--- config.mk ---
export PLATFORM = sky130hd
export DESIGN_NAME = temperature_report_formatter
export DESIGN_NICKNAME = d
export VERILOG_FILES = /design/src/hw/rtl/trf_pkg.sv /design/src/hw/rtl/trf_queue.sv /design/src/hw/rtl/trf_front.sv /design/src/hw/rtl/trf_back.sv /design/src/hw/rtl/temperature_report_formatter.sv
export SDC_FILE = /design/constraint.sdc
export NUM_CORES = 1
export LEC_CHECK = 0
export BUFFER_PORTS_ARGS = -buffer_cell sky130_fd_sc_hd__buf_2
export CORE_MARGIN = 2
export CORE_UTILIZATION = 40
export DETAILED_ROUTE_END_ITERATION = 8
export PLACE_DENSITY_LB_ADDON = 0.3
export SYNTH_ARGS = -nofsm -noshare
export SYNTH_HDL_FRONTEND = slang
export SYNTH_SLANG_ARGS = --single-unit
--- constraint.sdc ---
create_clock -name clk -period 5.06 [get_ports clk]
set_input_delay 0.506 -clock clk [delete_from_list [all_inputs] [get_ports clk]]
set_output_delay 0.506 -clock clk [all_outputs]
set_load 0.05 [all_outputs]
--- src/hw/rtl/trf_pkg.sv ---
// ----------------------------------------------------------------------------
// trf_pkg
// Types and constants shared by the temperature report formatter modules.
// ----------------------------------------------------------------------------
`default_nettype none

package trf_pkg;

    // Item kinds carried in the input tuser
    typedef enum logic [1:0] {
        MODE_SAMPLE = 2'd0,
        MODE_HOST   = 2'd1,
        MODE_TICK   = 2'd2
    } mode_t;

    // Configuration register indexes
    typedef enum logic [0:0] {
        REG_ALARM_HIGH = 1'b0,
        REG_ALARM_LOW  = 1'b1
    } reg_index_t;

    localparam int ALARM_W  = 7;
    localparam int SAMPLE_W = 10;
    localparam int HUND_W   = 14;
    localparam int POS_W    = 3;

    // Scaling: p = (sample - offset) * gain, hundredths = p * 100 / 1024
    localparam int SENSOR_OFFSET = 673;
    localparam int SCALE_GAIN    = 423;
    localparam int HUND_GAIN     = 100;
    localparam int FRAC_BITS     = 10;
    localparam logic [HUND_W-1:0] HUND_MAX = 14'd9999;

    // Characters
    localparam logic [7:0] CHAR_ZERO  = 8'h30;
    localparam logic [7:0] CHAR_ONE   = 8'h31;
    localparam logic [7:0] CHAR_DOT   = 8'h2E;
    localparam logic [7:0] CHAR_M     = 8'h4D;
    localparam logic [7:0] CHAR_K     = 8'h4B;
    localparam logic [7:0] CHAR_Q     = 8'h51;
    localparam logic [7:0] CHAR_SPACE = 8'h20;

    // Reset values and limits
    localparam logic [ALARM_W-1:0] ALARM_HIGH_RESET = 7'd25;
    localparam logic [ALARM_W-1:0] ALARM_LOW_RESET  = 7'd15;
    localparam logic [3:0] PERIOD_RESET = 4'd5;
    localparam logic [3:0] PERIOD_MIN   = 4'd2;
    localparam logic [3:0] PERIOD_MAX   = 4'd9;
    localparam logic [1:0] PHASE_RESET  = 2'd1;
    localparam logic [1:0] PHASE_SET    = 2'd1;
    localparam logic [1:0] PHASE_CLEAR  = 2'd2;
    localparam logic [1:0] PHASE_WRAP   = 2'd3;

    // Character positions in a report
    localparam logic [POS_W-1:0] POS_TENS   = 3'd0;
    localparam logic [POS_W-1:0] POS_ONES   = 3'd1;
    localparam logic [POS_W-1:0] POS_DOT    = 3'd2;
    localparam logic [POS_W-1:0] POS_TENTHS = 3'd3;
    localparam logic [POS_W-1:0] POS_HUNDS  = 3'd4;

    // Report job handed from the front to the back
    typedef struct packed {
        logic [HUND_W-1:0] hund;
        logic              led;
        logic              send;
        logic [POS_W-1:0]  last_pos;
    } desc_t;

    // Queue status seen by both sides
    typedef struct packed {
        logic full;
        logic empty;
    } q_status_t;

endpackage

`default_nettype wire

--- src/hw/rtl/trf_queue.sv ---
// ----------------------------------------------------------------------------
// trf_queue
// Short register queue of report jobs between the front and the back.
// ----------------------------------------------------------------------------
`default_nettype none

module trf_queue #(
    parameter int DEPTH = 2
) (
    input  wire logic               clk,
    input  wire logic               rst_n,
    input  wire logic               push,
    input  wire trf_pkg::desc_t     push_data,
    input  wire logic               pop,
    output trf_pkg::desc_t          head,
    output trf_pkg::q_status_t      status
);

    localparam int PTR_W = (DEPTH > 1) ? $clog2(DEPTH) : 1;
    localparam int CNT_W = $clog2(DEPTH + 1);
    localparam logic [PTR_W-1:0] PTR_LAST = PTR_W'(DEPTH - 1);
    localparam logic [CNT_W-1:0] CNT_FULL = CNT_W'(DEPTH);

    trf_pkg::desc_t   entry_reg [DEPTH];
    logic [PTR_W-1:0] wr_ptr_reg, wr_ptr_next;
    logic [PTR_W-1:0] rd_ptr_reg, rd_ptr_next;
    logic [CNT_W-1:0] count_reg, count_next;
    logic             do_push, do_pop;

    // Guard the pointers against overrun and underrun
    always_comb
    begin
        do_push     = push && (count_reg != CNT_FULL);
        do_pop      = pop && (count_reg != '0);
        wr_ptr_next = wr_ptr_reg;
        rd_ptr_next = rd_ptr_reg;
        count_next  = count_reg;
        if (do_push)
        begin
            wr_ptr_next = (wr_ptr_reg == PTR_LAST) ? '0 : wr_ptr_reg + 1'b1;
        end
        if (do_pop)
        begin
            rd_ptr_next = (rd_ptr_reg == PTR_LAST) ? '0 : rd_ptr_reg + 1'b1;
        end
        if (do_push && !do_pop)
        begin
            count_next = count_reg + 1'b1;
        end
        else if (do_pop && !do_push)
        begin
            count_next = count_reg - 1'b1;
        end
    end

    always_ff @(posedge clk or negedge rst_n)
    begin
        if (!rst_n)
        begin
            wr_ptr_reg <= '0;
            rd_ptr_reg <= '0;
            count_reg  <= '0;
        end
        else
        begin
            wr_ptr_reg <= wr_ptr_next;
            rd_ptr_reg <= rd_ptr_next;
            count_reg  <= count_next;
        end
    end

    // Store the job at the write pointer
    always_ff @(posedge clk)
    begin
        if (do_push)
        begin
            entry_reg[wr_ptr_reg] <= push_data;
        end
    end

    assign head         = entry_reg[rd_ptr_reg];
    assign status.full  = (count_reg == CNT_FULL);
    assign status.empty = (count_reg == '0);

endmodule

`default_nettype wire

--- src/hw/rtl/trf_front.sv ---
// ----------------------------------------------------------------------------
// trf_front
// Accepts items, scales samples and keeps command, period, tick and LED state.
// ----------------------------------------------------------------------------
`default_nettype none

module trf_front (
    input  wire logic                         clk,
    input  wire logic                         rst_n,
    input  wire logic                         in_valid,
    output logic                              in_ready,
    input  wire logic [1:0]                   in_mode,
    input  wire logic [trf_pkg::SAMPLE_W-1:0] in_sample,
    input  wire logic [7:0]                   in_rx_byte,
    input  wire logic                         cfg_we,
    input  wire logic [0:0]                   cfg_index,
    input  wire logic [trf_pkg::ALARM_W-1:0]  cfg_data,
    input  wire trf_pkg::q_status_t           q_status,
    output logic                              push,
    output trf_pkg::desc_t                    push_data
);

    // Stage 1: accepted item with the scaled product
    logic                s1_valid_reg, s1_valid_next;
    trf_pkg::mode_t      s1_mode_reg;
    logic [7:0]          s1_rx_reg;
    logic signed [19:0]  s1_p_reg, s1_p_next;
    logic signed [10:0]  diff;
    logic                in_accept;
    logic                s2_fire;

    // Architectural state
    logic [trf_pkg::ALARM_W-1:0] alarm_high_reg, alarm_low_reg;
    logic [7:0] cmd_reg, cmd_next;
    logic [3:0] period_reg, period_next;
    logic [3:0] tick_reg, tick_next;
    logic [1:0] phase_reg, phase_next;
    logic       flag_reg, flag_next;
    logic       led_reg, led_next;

    // Stage 2 arithmetic
    logic signed [19:0]  p_adj;
    logic signed [9:0]   whole;
    logic [24:0]         hund_prod;
    logic [14:0]         hund_raw;
    logic [trf_pkg::HUND_W-1:0] hund;
    logic                alarm_hit;

    // Accept a new item when stage 1 is empty or drains this cycle
    assign s2_fire   = s1_valid_reg &&
                       ((s1_mode_reg != trf_pkg::MODE_SAMPLE) || !q_status.full);
    assign in_ready  = !s1_valid_reg || s2_fire;
    assign in_accept = in_valid && in_ready;

    assign diff      = $signed({1'b0, in_sample}) - 11'sd673;
    assign s1_p_next = 20'(diff) * 20'(trf_pkg::SCALE_GAIN);

    always_comb
    begin
        s1_valid_next = s1_valid_reg;
        if (in_accept)
        begin
            s1_valid_next = 1'b1;
        end
        else if (s2_fire)
        begin
            s1_valid_next = 1'b0;
        end
    end

    always_ff @(posedge clk or negedge rst_n)
    begin
        if (!rst_n)
        begin
            s1_valid_reg <= 1'b0;
        end
        else
        begin
            s1_valid_reg <= s1_valid_next;
        end
    end

    always_ff @(posedge clk)
    begin
        if (in_accept)
        begin
            s1_mode_reg <= trf_pkg::mode_t'(in_mode);
            s1_rx_reg   <= in_rx_byte;
            s1_p_reg    <= s1_p_next;
        end
    end

    // Whole degrees truncated toward zero, hundredths saturated to 0..99.99
    assign p_adj     = s1_p_reg + (s1_p_reg[19] ? 20'sd1023 : 20'sd0);
    assign whole     = $signed(p_adj[19:trf_pkg::FRAC_BITS]);
    assign hund_prod = 25'(s1_p_reg[17:0]) * 25'(trf_pkg::HUND_GAIN);
    assign hund_raw  = hund_prod[24:trf_pkg::FRAC_BITS];
    assign alarm_hit = (whole >= $signed({3'b000, alarm_high_reg})) ||
                       (whole <= $signed({3'b000, alarm_low_reg}));

    always_comb
    begin
        if (s1_p_reg[19])
        begin
            hund = '0;
        end
        else if (hund_raw > 15'(trf_pkg::HUND_MAX))
        begin
            hund = trf_pkg::HUND_MAX;
        end
        else
        begin
            hund = hund_raw[trf_pkg::HUND_W-1:0];
        end
    end

    // Stage 2: apply the item to the state, queue a report job for samples
    always_comb
    begin
        logic [3:0] tc;
        logic [1:0] ph;
        logic [3:0] per;
        logic [7:0] cmd;

        cmd_next    = cmd_reg;
        period_next = period_reg;
        tick_next   = tick_reg;
        phase_next  = phase_reg;
        flag_next   = flag_reg;
        led_next    = led_reg;
        push        = 1'b0;
        push_data   = '0;
        tc          = tick_reg;
        ph          = phase_reg;
        per         = period_reg;
        cmd         = cmd_reg;

        if (s2_fire)
        begin
            case (s1_mode_reg)
                trf_pkg::MODE_SAMPLE:
                begin
                    led_next = alarm_hit ? !led_reg : 1'b0;
                    if (cmd == trf_pkg::CHAR_M)
                    begin
                        per = per + 1'b1;
                        cmd = trf_pkg::CHAR_Q;
                    end
                    if (cmd == trf_pkg::CHAR_K)
                    begin
                        per = per - 1'b1;
                        cmd = trf_pkg::CHAR_Q;
                    end
                    if (per < trf_pkg::PERIOD_MIN)
                    begin
                        per = trf_pkg::PERIOD_MIN;
                    end
                    if (per >= trf_pkg::PERIOD_MAX)
                    begin
                        per = trf_pkg::PERIOD_MAX;
                    end
                    cmd_next    = cmd;
                    period_next = per;
                    flag_next   = 1'b0;

                    push               = 1'b1;
                    push_data.hund     = hund;
                    push_data.led      = led_next;
                    push_data.send     = flag_reg;
                    if (cmd == trf_pkg::CHAR_ZERO)
                    begin
                        push_data.last_pos = trf_pkg::POS_ONES;
                    end
                    else if (cmd == trf_pkg::CHAR_ONE)
                    begin
                        push_data.last_pos = trf_pkg::POS_TENTHS;
                    end
                    else
                    begin
                        push_data.last_pos = trf_pkg::POS_HUNDS;
                    end
                end
                trf_pkg::MODE_HOST:
                begin
                    cmd_next = s1_rx_reg;
                end
                trf_pkg::MODE_TICK:
                begin
                    if ({1'b0, tc} >= ({1'b0, period_reg} + 5'd1))
                    begin
                        tc = 4'd1;
                    end
                    if (tc == period_reg)
                    begin
                        if (ph >= trf_pkg::PHASE_WRAP)
                        begin
                            ph = trf_pkg::PHASE_SET;
                        end
                        if (ph == trf_pkg::PHASE_SET)
                        begin
                            flag_next = 1'b1;
                        end
                        else if (ph == trf_pkg::PHASE_CLEAR)
                        begin
                            flag_next = 1'b0;
                        end
                        phase_next = ph + 1'b1;
                    end
                    tick_next = tc + 1'b1;
                end
                default:
                begin
                    // Unused kind: drop the item
                end
            endcase
        end
    end

    always_ff @(posedge clk or negedge rst_n)
    begin
        if (!rst_n)
        begin
            alarm_high_reg <= trf_pkg::ALARM_HIGH_RESET;
            alarm_low_reg  <= trf_pkg::ALARM_LOW_RESET;
            cmd_reg        <= trf_pkg::CHAR_SPACE;
            period_reg     <= trf_pkg::PERIOD_RESET;
            tick_reg       <= '0;
            phase_reg      <= trf_pkg::PHASE_RESET;
            flag_reg       <= 1'b0;
            led_reg        <= 1'b0;
        end
        else
        begin
            cmd_reg    <= cmd_next;
            period_reg <= period_next;
            tick_reg   <= tick_next;
            phase_reg  <= phase_next;
            flag_reg   <= flag_next;
            led_reg    <= led_next;
            if (cfg_we)
            begin
                case (trf_pkg::reg_index_t'(cfg_index))
                    trf_pkg::REG_ALARM_HIGH: alarm_high_reg <= cfg_data;
                    trf_pkg::REG_ALARM_LOW:  alarm_low_reg  <= cfg_data;
                    default:                 alarm_low_reg  <= alarm_low_reg;
                endcase
            end
        end
    end

endmodule

`default_nettype wire

--- src/hw/rtl/trf_back.sv ---
// ----------------------------------------------------------------------------
// trf_back
// Turns report jobs into characters, one per cycle unless the output stalls, via an output register.
// ----------------------------------------------------------------------------
`default_nettype none

module trf_back (
    input  wire logic               clk,
    input  wire logic               rst_n,
    input  wire trf_pkg::desc_t     head,
    input  wire trf_pkg::q_status_t q_status,
    output logic                    pop,
    output logic                    out_valid,
    input  wire logic               out_ready,
    output logic [7:0]              out_byte,
    output logic                    out_tx_valid,
    output logic                    out_led,
    output logic                    out_last
);

    localparam int PLACE_TENS   = 1000;
    localparam int PLACE_ONES   = 100;
    localparam int PLACE_TENTHS = 10;

    // Decimal digit of r at a fixed place, r below ten places
    function automatic logic [3:0] digit_of(input logic [trf_pkg::HUND_W-1:0] r,
                                            input int place);
        logic [3:0] d;
        d = 4'd0;
        for (int k = 1; k < 10; k++)
        begin
            if (r >= trf_pkg::HUND_W'(k * place))
            begin
                d = 4'(k);
            end
        end
        return d;
    endfunction

    logic                       busy_reg, busy_next;
    logic [trf_pkg::POS_W-1:0]  pos_reg, pos_next;
    logic [trf_pkg::POS_W-1:0]  last_pos_reg, last_pos_next;
    logic [trf_pkg::HUND_W-1:0] r_reg, r_next;
    logic                       led_reg, led_next;
    logic                       send_reg, send_next;

    logic       out_valid_reg, out_valid_next;
    logic [7:0] out_byte_reg, out_byte_next;
    logic       out_txv_reg, out_txv_next;
    logic       out_led_reg, out_led_next;
    logic       out_last_reg, out_last_next;

    logic       out_free, emit, emit_last, is_last;
    logic [3:0] d_tens, d_ones, d_tenths;

    assign d_tens   = digit_of(r_reg, PLACE_TENS);
    assign d_ones   = digit_of(r_reg, PLACE_ONES);
    assign d_tenths = digit_of(r_reg, PLACE_TENTHS);

    // Emit while working and the output slot frees; load the next job on the last
    assign out_free  = !out_valid_reg || out_ready;
    assign emit      = busy_reg && out_free;
    assign is_last   = !send_reg || (pos_reg == last_pos_reg);
    assign emit_last = emit && is_last;
    assign pop       = !q_status.empty && (!busy_reg || emit_last);

    always_comb
    begin
        busy_next      = busy_reg;
        pos_next       = pos_reg;
        last_pos_next  = last_pos_reg;
        r_next         = r_reg;
        led_next       = led_reg;
        send_next      = send_reg;
        out_valid_next = out_valid_reg;
        out_byte_next  = out_byte_reg;
        out_txv_next   = out_txv_reg;
        out_led_next   = out_led_reg;
        out_last_next  = out_last_reg;

        // Drain the output register
        if (out_ready)
        begin
            out_valid_next = 1'b0;
        end

        // Produce the character at the current position
        if (emit)
        begin
            out_valid_next = 1'b1;
            out_led_next   = led_reg;
            out_last_next  = is_last;
            out_txv_next   = send_reg;
            out_byte_next  = '0;
            pos_next       = pos_reg + 1'b1;
            if (send_reg)
            begin
                case (pos_reg)
                    trf_pkg::POS_TENS:
                    begin
                        out_byte_next = trf_pkg::CHAR_ZERO + 8'(d_tens);
                        r_next = r_reg - trf_pkg::HUND_W'(int'(d_tens) * PLACE_TENS);
                    end
                    trf_pkg::POS_ONES:
                    begin
                        out_byte_next = trf_pkg::CHAR_ZERO + 8'(d_ones);
                        r_next = r_reg - trf_pkg::HUND_W'(int'(d_ones) * PLACE_ONES);
                    end
                    trf_pkg::POS_DOT:
                    begin
                        out_byte_next = trf_pkg::CHAR_DOT;
                    end
                    trf_pkg::POS_TENTHS:
                    begin
                        out_byte_next = trf_pkg::CHAR_ZERO + 8'(d_tenths);
                        r_next = r_reg - trf_pkg::HUND_W'(int'(d_tenths) * PLACE_TENTHS);
                    end
                    trf_pkg::POS_HUNDS:
                    begin
                        out_byte_next = trf_pkg::CHAR_ZERO + 8'(r_reg[3:0]);
                    end
                    default:
                    begin
                        out_byte_next = '0;
                    end
                endcase
            end
            if (is_last)
            begin
                busy_next = 1'b0;
            end
        end

        // Load a new job
        if (pop)
        begin
            busy_next     = 1'b1;
            pos_next      = trf_pkg::POS_TENS;
            last_pos_next = head.last_pos;
            r_next        = head.hund;
            led_next      = head.led;
            send_next     = head.send;
        end
    end

    always_ff @(posedge clk or negedge rst_n)
    begin
        if (!rst_n)
        begin
            busy_reg      <= 1'b0;
            out_valid_reg <= 1'b0;
        end
        else
        begin
            busy_reg      <= busy_next;
            out_valid_reg <= out_valid_next;
        end
    end

    always_ff @(posedge clk)
    begin
        pos_reg      <= pos_next;
        last_pos_reg <= last_pos_next;
        r_reg        <= r_next;
        led_reg      <= led_next;
        send_reg     <= send_next;
        out_byte_reg <= out_byte_next;
        out_txv_reg  <= out_txv_next;
        out_led_reg  <= out_led_next;
        out_last_reg <= out_last_next;
    end

    assign out_valid    = out_valid_reg;
    assign out_byte     = out_byte_reg;
    assign out_tx_valid = out_txv_reg;
    assign out_led      = out_led_reg;
    assign out_last     = out_last_reg;

endmodule

`default_nettype wire

--- src/hw/rtl/temperature_report_formatter.sv ---
// ----------------------------------------------------------------------------
// temperature_report_formatter
// Sensor report formatter: command byte, send timer, alarm LED, ASCII digits.
// ----------------------------------------------------------------------------
// The block takes one item a cycle while its job queue has room: host bytes
// and timer ticks only update internal state, and each sensor sample waits in
// the stage 1 register until the queue has room, then enters it as a report
// job. The back turns one job into 1 to 5 results at one result per cycle from
// its output register while the output is not stalled, so a sample costs from
// 1 result (nothing to send) up to 5 (full XX.XX report) of output bandwidth;
// a separate load step is spent only when the back was idle. The job queue is
// QUEUE_DEPTH entries deep.
// ----------------------------------------------------------------------------
`default_nettype none

module temperature_report_formatter #(
    parameter int QUEUE_DEPTH = 2
) (
    input  wire logic        clk,
    input  wire logic        rst_n,
    input  wire logic        s_axis_tvalid,
    output logic             s_axis_tready,
    input  wire logic [23:0] s_axis_tdata,   // [9:0] sample, [17:10] rx_byte
    input  wire logic [1:0]  s_axis_tuser,   // [1:0] mode
    output logic             m_axis_tvalid,
    input  wire logic        m_axis_tready,
    output logic [15:0]      m_axis_tdata,   // [7:0] tx_byte, [8] led_on
    output logic [0:0]       m_axis_tuser,   // [0] tx_valid
    output logic             m_axis_tlast,
    input  wire logic        cfg_we,
    input  wire logic [0:0]  cfg_index,
    input  wire logic [6:0]  cfg_data
);

    logic               push, pop;
    trf_pkg::desc_t     push_data, head;
    trf_pkg::q_status_t q_status;
    logic [7:0]         tx_byte;
    logic               tx_valid, led_on;

    trf_front u_front (
        .clk        (clk),
        .rst_n      (rst_n),
        .in_valid   (s_axis_tvalid),
        .in_ready   (s_axis_tready),
        .in_mode    (s_axis_tuser),
        .in_sample  (s_axis_tdata[9:0]),
        .in_rx_byte (s_axis_tdata[17:10]),
        .cfg_we     (cfg_we),
        .cfg_index  (cfg_index),
        .cfg_data   (cfg_data),
        .q_status   (q_status),
        .push       (push),
        .push_data  (push_data)
    );

    trf_queue #(
        .DEPTH (QUEUE_DEPTH)
    ) u_queue (
        .clk       (clk),
        .rst_n     (rst_n),
        .push      (push),
        .push_data (push_data),
        .pop       (pop),
        .head      (head),
        .status    (q_status)
    );

    trf_back u_back (
        .clk          (clk),
        .rst_n        (rst_n),
        .head         (head),
        .q_status     (q_status),
        .pop          (pop),
        .out_valid    (m_axis_tvalid),
        .out_ready    (m_axis_tready),
        .out_byte     (tx_byte),
        .out_tx_valid (tx_valid),
        .out_led      (led_on),
        .out_last     (m_axis_tlast)
    );

    // Pack the result fields
    assign m_axis_tdata = {7'b0000000, led_on, tx_byte};
    assign m_axis_tuser = tx_valid;

endmodule

`default_nettype wire

==> results.yml, run 1 <==
sta:
  slew_headroom_pct: 32.7
  finalWorstPathRequiredPeriod_ns: 5.01
  report.final.setup_viol: 0
  fin_crit_sh_pct: 99.0
  final_hold_viol_count: 0
  setup_tns_ns: 0
  fmax_mhz: 200
  final-max-slew-violation-count: 0
  final.setup_skew_ns: 0.0103
  rsz0062_at_grt: "true"
  timing_worst_slew_pin_value_ns: 1.01
  fin_worst_hold_slack_ns: 0.236
placed_design:
  dp.cells: 2017
  detailedPlacementHpwl_microns: 24000
  port-buffer-count: 43
  gpl_wtd_cong: 0.871
logic_synthesis:
  synth.top_cells.by_area: "sky130_fd_sc_hd__edfxtp_1, sky130_fd_sc_hd__ha_1, sky130_fd_sc_hd__fa_1"
  post_synth_num_cell_types: 85
  ys_warn_count: 0
  synth_cells: 1419
  ys_async_sr_fraction_pct: 29.3
  synthesis.area_sq_mm: 0.0137
  synth.yosys.seq_area_share_pct: 29.0
  ys.flop_type: "sky130_fd_sc_hd__edfxtp_1"
  syn-mean-instance-area_sq_um: 9.68
  edff_count_synth: 96
  yosys_register_bits: 140
  synthTopCellsByCount: "sky130_fd_sc_hd__ha_1, sky130_fd_sc_hd__inv_1, sky130_fd_sc_hd__edfxtp_1, sky130_fd_sc_hd__a21oi_1, sky130_fd_sc_hd__nor2_1"
  yosys.area.top_type: "sky130_fd_sc_hd__edfxtp_1"
  synth_top_area_share_pct: 21.0
  synth_most_common_cell: "sky130_fd_sc_hd__ha_1"
clock_network:
  cts-root-to-sink-buffers: 2
  cts_inserted_buffers: 17
  tritoncts: "built"
  cts_root_buffer: "sky130_fd_sc_hd__clkbuf_16"
  clock_transition_at_the_registers_of_the_reported_paths_ns: 0.07
  cts.htree.levels: 4
  insertion_delay_ns: 0.43
  clkSinkCount: 140
routing:
  drt_wl_total_microns: 31000
  routed_via_density: 5.17
  ant_nets: 0
  drt_first_iter_violations: 539
  drt_first_pass_iters: 5
  drc_errors: 0
  vias: 10800
  wl_per_cell_microns: 14.8
final_layout:
  layout-drive-gt1-share_pct: 24.9
  number_of_flip_flops_in_the_largest_register: 38
  final_cells: 2095
  area_growth_pct: 24.4
  postLayoutCoreUtil_pct: 50.7
  final_nets: 1932
worst_setup_path:
  critPathCaptureType: "flip-flop"
  worst-r2r-cell-count: 20
  startpoint_type: "primary input"
  crit_end: "u_front.s1_p_reg[19]$_DFFE_PP_"
  wp_data_required_ns: 5.23
  critical_path.slowest_cell: "sky130_fd_sc_hd__fa_1"
  rr_startpoint: "u_back.r_reg[11]$_DFFE_PP_"
  critical_path_buf_inv_count: 4
  crit_type: "in -> reg"
  crit_arrival_ns: 5.17
  first_element_of_the_critical_path: "s_axis_tdata[1]"
  worst-path-max-fanout: 4
  critical_path.top_delay_family: "adder cells"
  timing.reg2reg.setup_slack_ns: 0.11
  regToRegEndpoint: "u_back.r_reg[11]$_DFFE_PP_"
  worst_path_depth: 22
  path_cells: "buf_8 > clkinvlp_4 > ha_4 > nand2b_4 > o31a_1 > xnor2_2 > ha_1 > ha_4 > fa_1 > inv_1 > fa_1 > inv_1 > fa_1 > ha_4 > and3_4 > and3_4 > a221oi_4 > o21ai_2 > and4_4 > a2111oi_4 > a21oi_2 > xnor2_1"
  critical-path-max-stage-delay_ns: 0.53
outcome:
  outcome: "complete, no violations"
grt:
  grt_busiest_layer: "met2"
  global_route.overflow_total: 0
  globalRouteMet3Util_pct: 2.24
  grt_use_met2_pct: 31.9
  grt_pass1_wl_microns: 50400
  gr-usage-all-layers_pct: 17.1
  antenna_found_initial: 1
  grt_max_degree: 42
  vias_in_the_first_global_route: 10800
  grtUsageMet1_pct: 20.2
floorplan:
  die_area_sq_mm: 0.0358
  initial_core_util_pct: 40.8
  row_count: 67
  core_area_sq_mm: 0.0337
  io_pins: 59
  die_h_microns: 189
  fp.dieW_microns: 189
worst_hold_path:
  hp-class: "in -> async"
job:
  maxCapViolCount: 0
==> worst reg2reg max path: stages, from the launching register on <==
cell and delay (ns):
sky130_fd_sc_hd__edfxtp_1 0.54, sky130_fd_sc_hd__buf_6 0.19, sky130_fd_sc_hd__nor4_4 0.28, sky130_fd_sc_hd__buf_4 0.18
sky130_fd_sc_hd__nor2b_4 0.15, sky130_fd_sc_hd__nand2_1 0.08, sky130_fd_sc_hd__a311o_1 0.29, sky130_fd_sc_hd__a31oi_1 0.16
sky130_fd_sc_hd__a311o_1 0.23, sky130_fd_sc_hd__ha_1 0.27, sky130_fd_sc_hd__ha_1 0.21, sky130_fd_sc_hd__inv_1 0.07
sky130_fd_sc_hd__fa_2 0.44, sky130_fd_sc_hd__ha_1 0.30, sky130_fd_sc_hd__o21ai_0 0.07, sky130_fd_sc_hd__a21oi_1 0.29
sky130_fd_sc_hd__a211oi_2 0.13, sky130_fd_sc_hd__buf_4 0.16, sky130_fd_sc_hd__a221o_1 0.35, sky130_fd_sc_hd__a221oi_2 0.25
sky130_fd_sc_hd__a21oi_1 0.06
==> layout make-up <==
cell class                      count  area, sq um
Antenna cell                        1         2.50
Clock buffer                       17          425
Clock inverter                     15          156
Fill cell                        3124        16600
Inverter                          194          738
Multi-Input combinational cell   1049         9500
Sequential cell                   140         3980
Tap cell                          448          561
Timing Repair Buffer              231         1720
==> logic make-up after synthesis <==
kind of cell,count (synthesis),synth area share (%)
AND/OR/NAND/NOR,326,12.2
AO/OA/AOI/OAI,312,15.3
adder cells (fa/ha/maj),260,27.0
buffers and inverters,238,6.80
flip-flops,140,29.0
XOR/XNOR,107,6.93
multiplexers,35,2.74
other,1,0.0273
==> worst min path at each step <==
stage                                             to
CTS                   u_front.s1_rx_reg[5]$_DFFE_PP_
global placement    u_front.phase_reg[1]$_DFFE_PN0P_
detailed placement          u_back.out_led$_DFFE_PP_
floorplan                u_back.busy_reg$_DFFE_PN0P_
global route          u_front.s1_rx_reg[5]$_DFFE_PP_
finish                  u_back.out_valid$_DFFE_PN0P_
==> cells in the final DEF, fill, tap and decap left out, types with 35 or more instances in the layout <==
| cell type | count |
|---|---|
| sky130_fd_sc_hd__buf_2 | 42 |
| sky130_fd_sc_hd__inv_1 | 185 |
| sky130_fd_sc_hd__nor2_1 | 65 |
| sky130_fd_sc_hd__xor2_1 | 35 |
| sky130_fd_sc_hd__nand2_1 | 67 |
| sky130_fd_sc_hd__ha_1 | 178 |
| sky130_fd_sc_hd__edfxtp_1 | 96 |
| sky130_fd_sc_hd__fa_1 | 56 |
| sky130_fd_sc_hd__buf_4 | 175 |
| sky130_fd_sc_hd__a21oi_1 | 73 |
| sky130_fd_sc_hd__xnor2_1 | 64 |
| sky130_fd_sc_hd__o21ai_0 | 49 |
==> metrics by stage <==
stage	cell area (sq um)	setup WS (ns)
3_3_place_gp	15600	-0.602
3_5_place_dp	15600	-0.684
5_1_grt	17100	-0.114
6_report	17100	0.0531
2_1_floorplan	13900	-0.431
4_1_cts	16500	-0.0437
==> routing by layer <==
metal	vias to the layer above	wire, microns
met1	5182	13300
met5	-	0
li1	5434	-
met4	0	635
met3	46	780
met2	172	16200
==> what timing repair did <==
item | CTS | global route
endpoints found under the setup margin | 6 | 11
gates resized for setup | 38 | 67
cloned | 0 | 1
pin swaps | 42 | 50
hold buffers | 0 | 0
hold endpoints to repair | 0 | 0
setup buffers | 16 | 29
Power of run 1 is left out: the tool's default activity adds up to more than one toggle a clock period on the data nets, which glitch-free logic cannot reach.
==> run 2: changes to the inputs <==
--- a/config.mk
+++ b/config.mk
@@ -6,6 +6,7 @@
 export NUM_CORES = 1
 export LEC_CHECK = 0
 export BUFFER_PORTS_ARGS = -buffer_cell sky130_fd_sc_hd__buf_2
+export CORE_ASPECT_RATIO = 0.8
 export CORE_MARGIN = 2
 export CORE_UTILIZATION = 40
 export DETAILED_ROUTE_END_ITERATION = 8
==> run 2 against run 1 <==
  * Hold slack better by 0.015 ns
  * Count of clock-buffer cells in the layout up 2
  * Clock skew up 0.0012 ns
  * The run now ends with setup timing left
  * Critical path depth up 3
  * Sequential cell count unchanged
  * Sequential share of layout area up 0.15 points
  * Utilization down 0.34 points
  * Largest cell class unchanged
  * Critical endpoint unchanged
  * Setup slack worse by 0.14 ns
==> results.yml, run 2 (same netlist as run 1, synthesis figures left out) <==
sta:
  final-max-slew-violation-count: 0
  slew_headroom_pct: 30.3
  final.setup_skew_ns: 0.0116
  rsz0062_at_grt: "true"
  setup_slack_ns: -0.0844
  final_hold_viol_count: 0
  fin_crit_sh_pct: 102
  report.final.setup_viol: 2
  timing_worst_slew_pin_value_ns: 1.05
  finalWorstPathRequiredPeriod_ns: 5.14
  fmax_mhz: 194
final_layout:
  post-route-cell-area_sq_mm: 0.0170
  postLayoutCoreUtil_pct: 50.4
  diodes: 0
  number_of_flip_flops_in_the_largest_register: 38
  layout-drive-gt1-share_pct: 24.8
  final_cells: 2070
  fillCellCount: 3065
  leading_cell_types_in_the_layout_fill_and_taps_excluded: "sky130_fd_sc_hd__inv_1, sky130_fd_sc_hd__ha_1, sky130_fd_sc_hd__buf_4"
  final_nets: 1922
  mostFrequentLayoutCell: "sky130_fd_sc_hd__inv_1"
  area_growth_pct: 23.6
routing:
  wl_per_cell_microns: 15.1
  drt_first_iter_violations: 734
  vias: 10800
  routed_via_density: 5.21
  drt_wl_total_microns: 31300
  ant_nets: 0
  drc_errors: 0
  drt_first_pass_iters: 7
worst_setup_path:
  crit_arrival_ns: 5.31
  crit_type: "in -> reg"
  crit_top_cell: "sky130_fd_sc_hd__ha_4"
  worst-r2r-cell-count: 19
  critPathCaptureType: "flip-flop"
  worst-path-max-fanout: 3
  timing.reg2reg.setup_slack_ns: 0.17
  rr_startpoint: "u_back.r_reg[11]$_DFFE_PP_"
  critical_path.slowest_cell: "sky130_fd_sc_hd__fa_1"
  critical-path-max-stage-delay_ns: 0.55
  startpoint_type: "primary input"
  regToRegEndpoint: "u_back.r_reg[11]$_DFFE_PP_"
  wp_data_required_ns: 5.22
clock_network:
  cts.htree.levels: 4
  cts_hold_buf: 0
  tritoncts: "built"
  clock_transition_at_the_registers_of_the_reported_paths_ns: 0.07
  cts-root-to-sink-buffers: 2
  cts_root_buffer: "sky130_fd_sc_hd__clkbuf_16"
  cts_inserted_buffers: 17
  clkSinkCount: 140
  insertion_delay_ns: 0.43
outcome:
  failed_checks: "setup timing"
  outcome: "complete, but fails checks"
floorplan:
  initial_core_util_pct: 40.7
  core_area_sq_mm: 0.0337
  row_count: 60
  die_h_microns: 170
  io_pins: 59
  fp.dieW_microns: 211
  die_area_sq_mm: 0.0358
placed_design:
  dpl_worst_slack_ns: -0.777
  detailedPlacementHpwl_microns: 24600
  gpl_wtd_cong: 0.935
  postPlaceCellArea_sq_mm: 0.0156
  dp.cells: 2015
  port-buffer-count: 43
worst_hold_path:
  hold_depth: 1
  hp-start: "s_axis_tdata[11]"
  hp-class: "in -> reg"
  whs_endpoint: "u_front.s1_rx_reg[1]$_DFFE_PP_"
grt:
  global_route.overflow_total: 0
  vias_in_the_first_global_route: 10800
  antenna_found_initial: 0
  grt_pass1_wl_microns: 52200
  grt_max_degree: 42
  gr-usage-all-layers_pct: 17.9
job:
  maxCapViolCount: 0
[run 2: cell count changes in the layout (fill, tap and decap cells not counted), moves of 3 or more]
cell / change
sky130_fd_sc_hd__inv_6: +3
sky130_fd_sc_hd__clkinv_4: -4
sky130_fd_sc_hd__clkinv_8: -3
sky130_fd_sc_hd__inv_2: +3
sky130_fd_sc_hd__buf_4: -4
sky130_fd_sc_hd__xnor2_2: +3
sky130_fd_sc_hd__inv_1: -3
sky130_fd_sc_hd__clkinvlp_4: +3
sky130_fd_sc_hd__nor2_1: +3
sky130_fd_sc_hd__xnor2_1: -3
sky130_fd_sc_hd__buf_6: -3
[run 2: per-stage QoR]
| stage | TNS (ns) | hold slack, ns |
|---|---|---|
| after global routing | -0.718 | 0.222 |
| after global placement | -3.44 | 0.412 |
| final | -0.145 | 0.251 |
| after CTS | -0.0604 | 0.223 |
| after floorplan | -1.56 | 0.210 |
| after detailed placement | -4.86 | 0.411 |
[run 2: routing by layer]
| layer | share of wire (%) | global-route usage (%) | up-vias | wire, microns |
|---|---|---|---|---|
| li1 | - | - | 5400 | - |
| met1 | 48 | 23.8 | 5204 | 15000 |
| met2 | 48 | 30.8 | 156 | 15100 |
| met3 | 2.9 | 2.50 | 32 | 896 |
| met4 | 1.3 | 3.89 | 0 | 407 |
| met5 | 0 | 0 | - | 0 |
[run 2: how the worst max path moves through the flow]
| stage | startpoint | endpoint | slack (ns) | cells after the start |
|---|---|---|---|---|
| final | s_axis_tdata[1] | u_front.s1_p_reg[19]$_DFFE_PP_ | -0.08 | 25 |
| after floorplan | s_axis_tdata[1] | u_front.s1_p_reg[19]$_DFFE_PP_ | -0.43 | 22 |
| after detailed placement | s_axis_tdata[1] | u_front.s1_p_reg[19]$_DFFE_PP_ | -0.78 | 23 |
| after CTS | s_axis_tdata[1] | u_front.s1_p_reg[19]$_DFFE_PP_ | -0.06 | 23 |
| after global placement | s_axis_tdata[1] | u_front.s1_p_reg[19]$_DFFE_PP_ | -0.61 | 23 |
| after global routing | s_axis_tdata[1] | u_front.s1_p_reg[19]$_DFFE_PP_ | -0.24 | 25 |
[run 2: layout make-up]
class / instances / area [sq um] / area share [%]
well taps: 434 / 543 / 3.20
flip-flops and latches: 140 / 3980 / 23.5
inverters: 194 / 738 / 4.35
repair buffers: 221 / 1590 / 9.35
clock buffers: 19 / 443 / 2.61
multi-input cells: 1049 / 9550 / 56.3
clock inverters: 13 / 130 / 0.767
[run 2: timing repair]
action,CTS,global route
gates resized for setup,26,82
endpoints found under the setup margin,10,12
pin swaps,17,62
cloned,0,0
setup buffers,5,18
[run 2: critical path, delay by kind of cell]
family,cells,cell delay (ns)
AO/OA/AOI/OAI,9,1.26
XOR/XNOR,2,0.29
adder cells (fa/ha/maj),7,2.46
buffers and inverters,5,0.47
AND/OR/NAND/NOR,2,0.32
Power of run 2 is left out for the same reason.
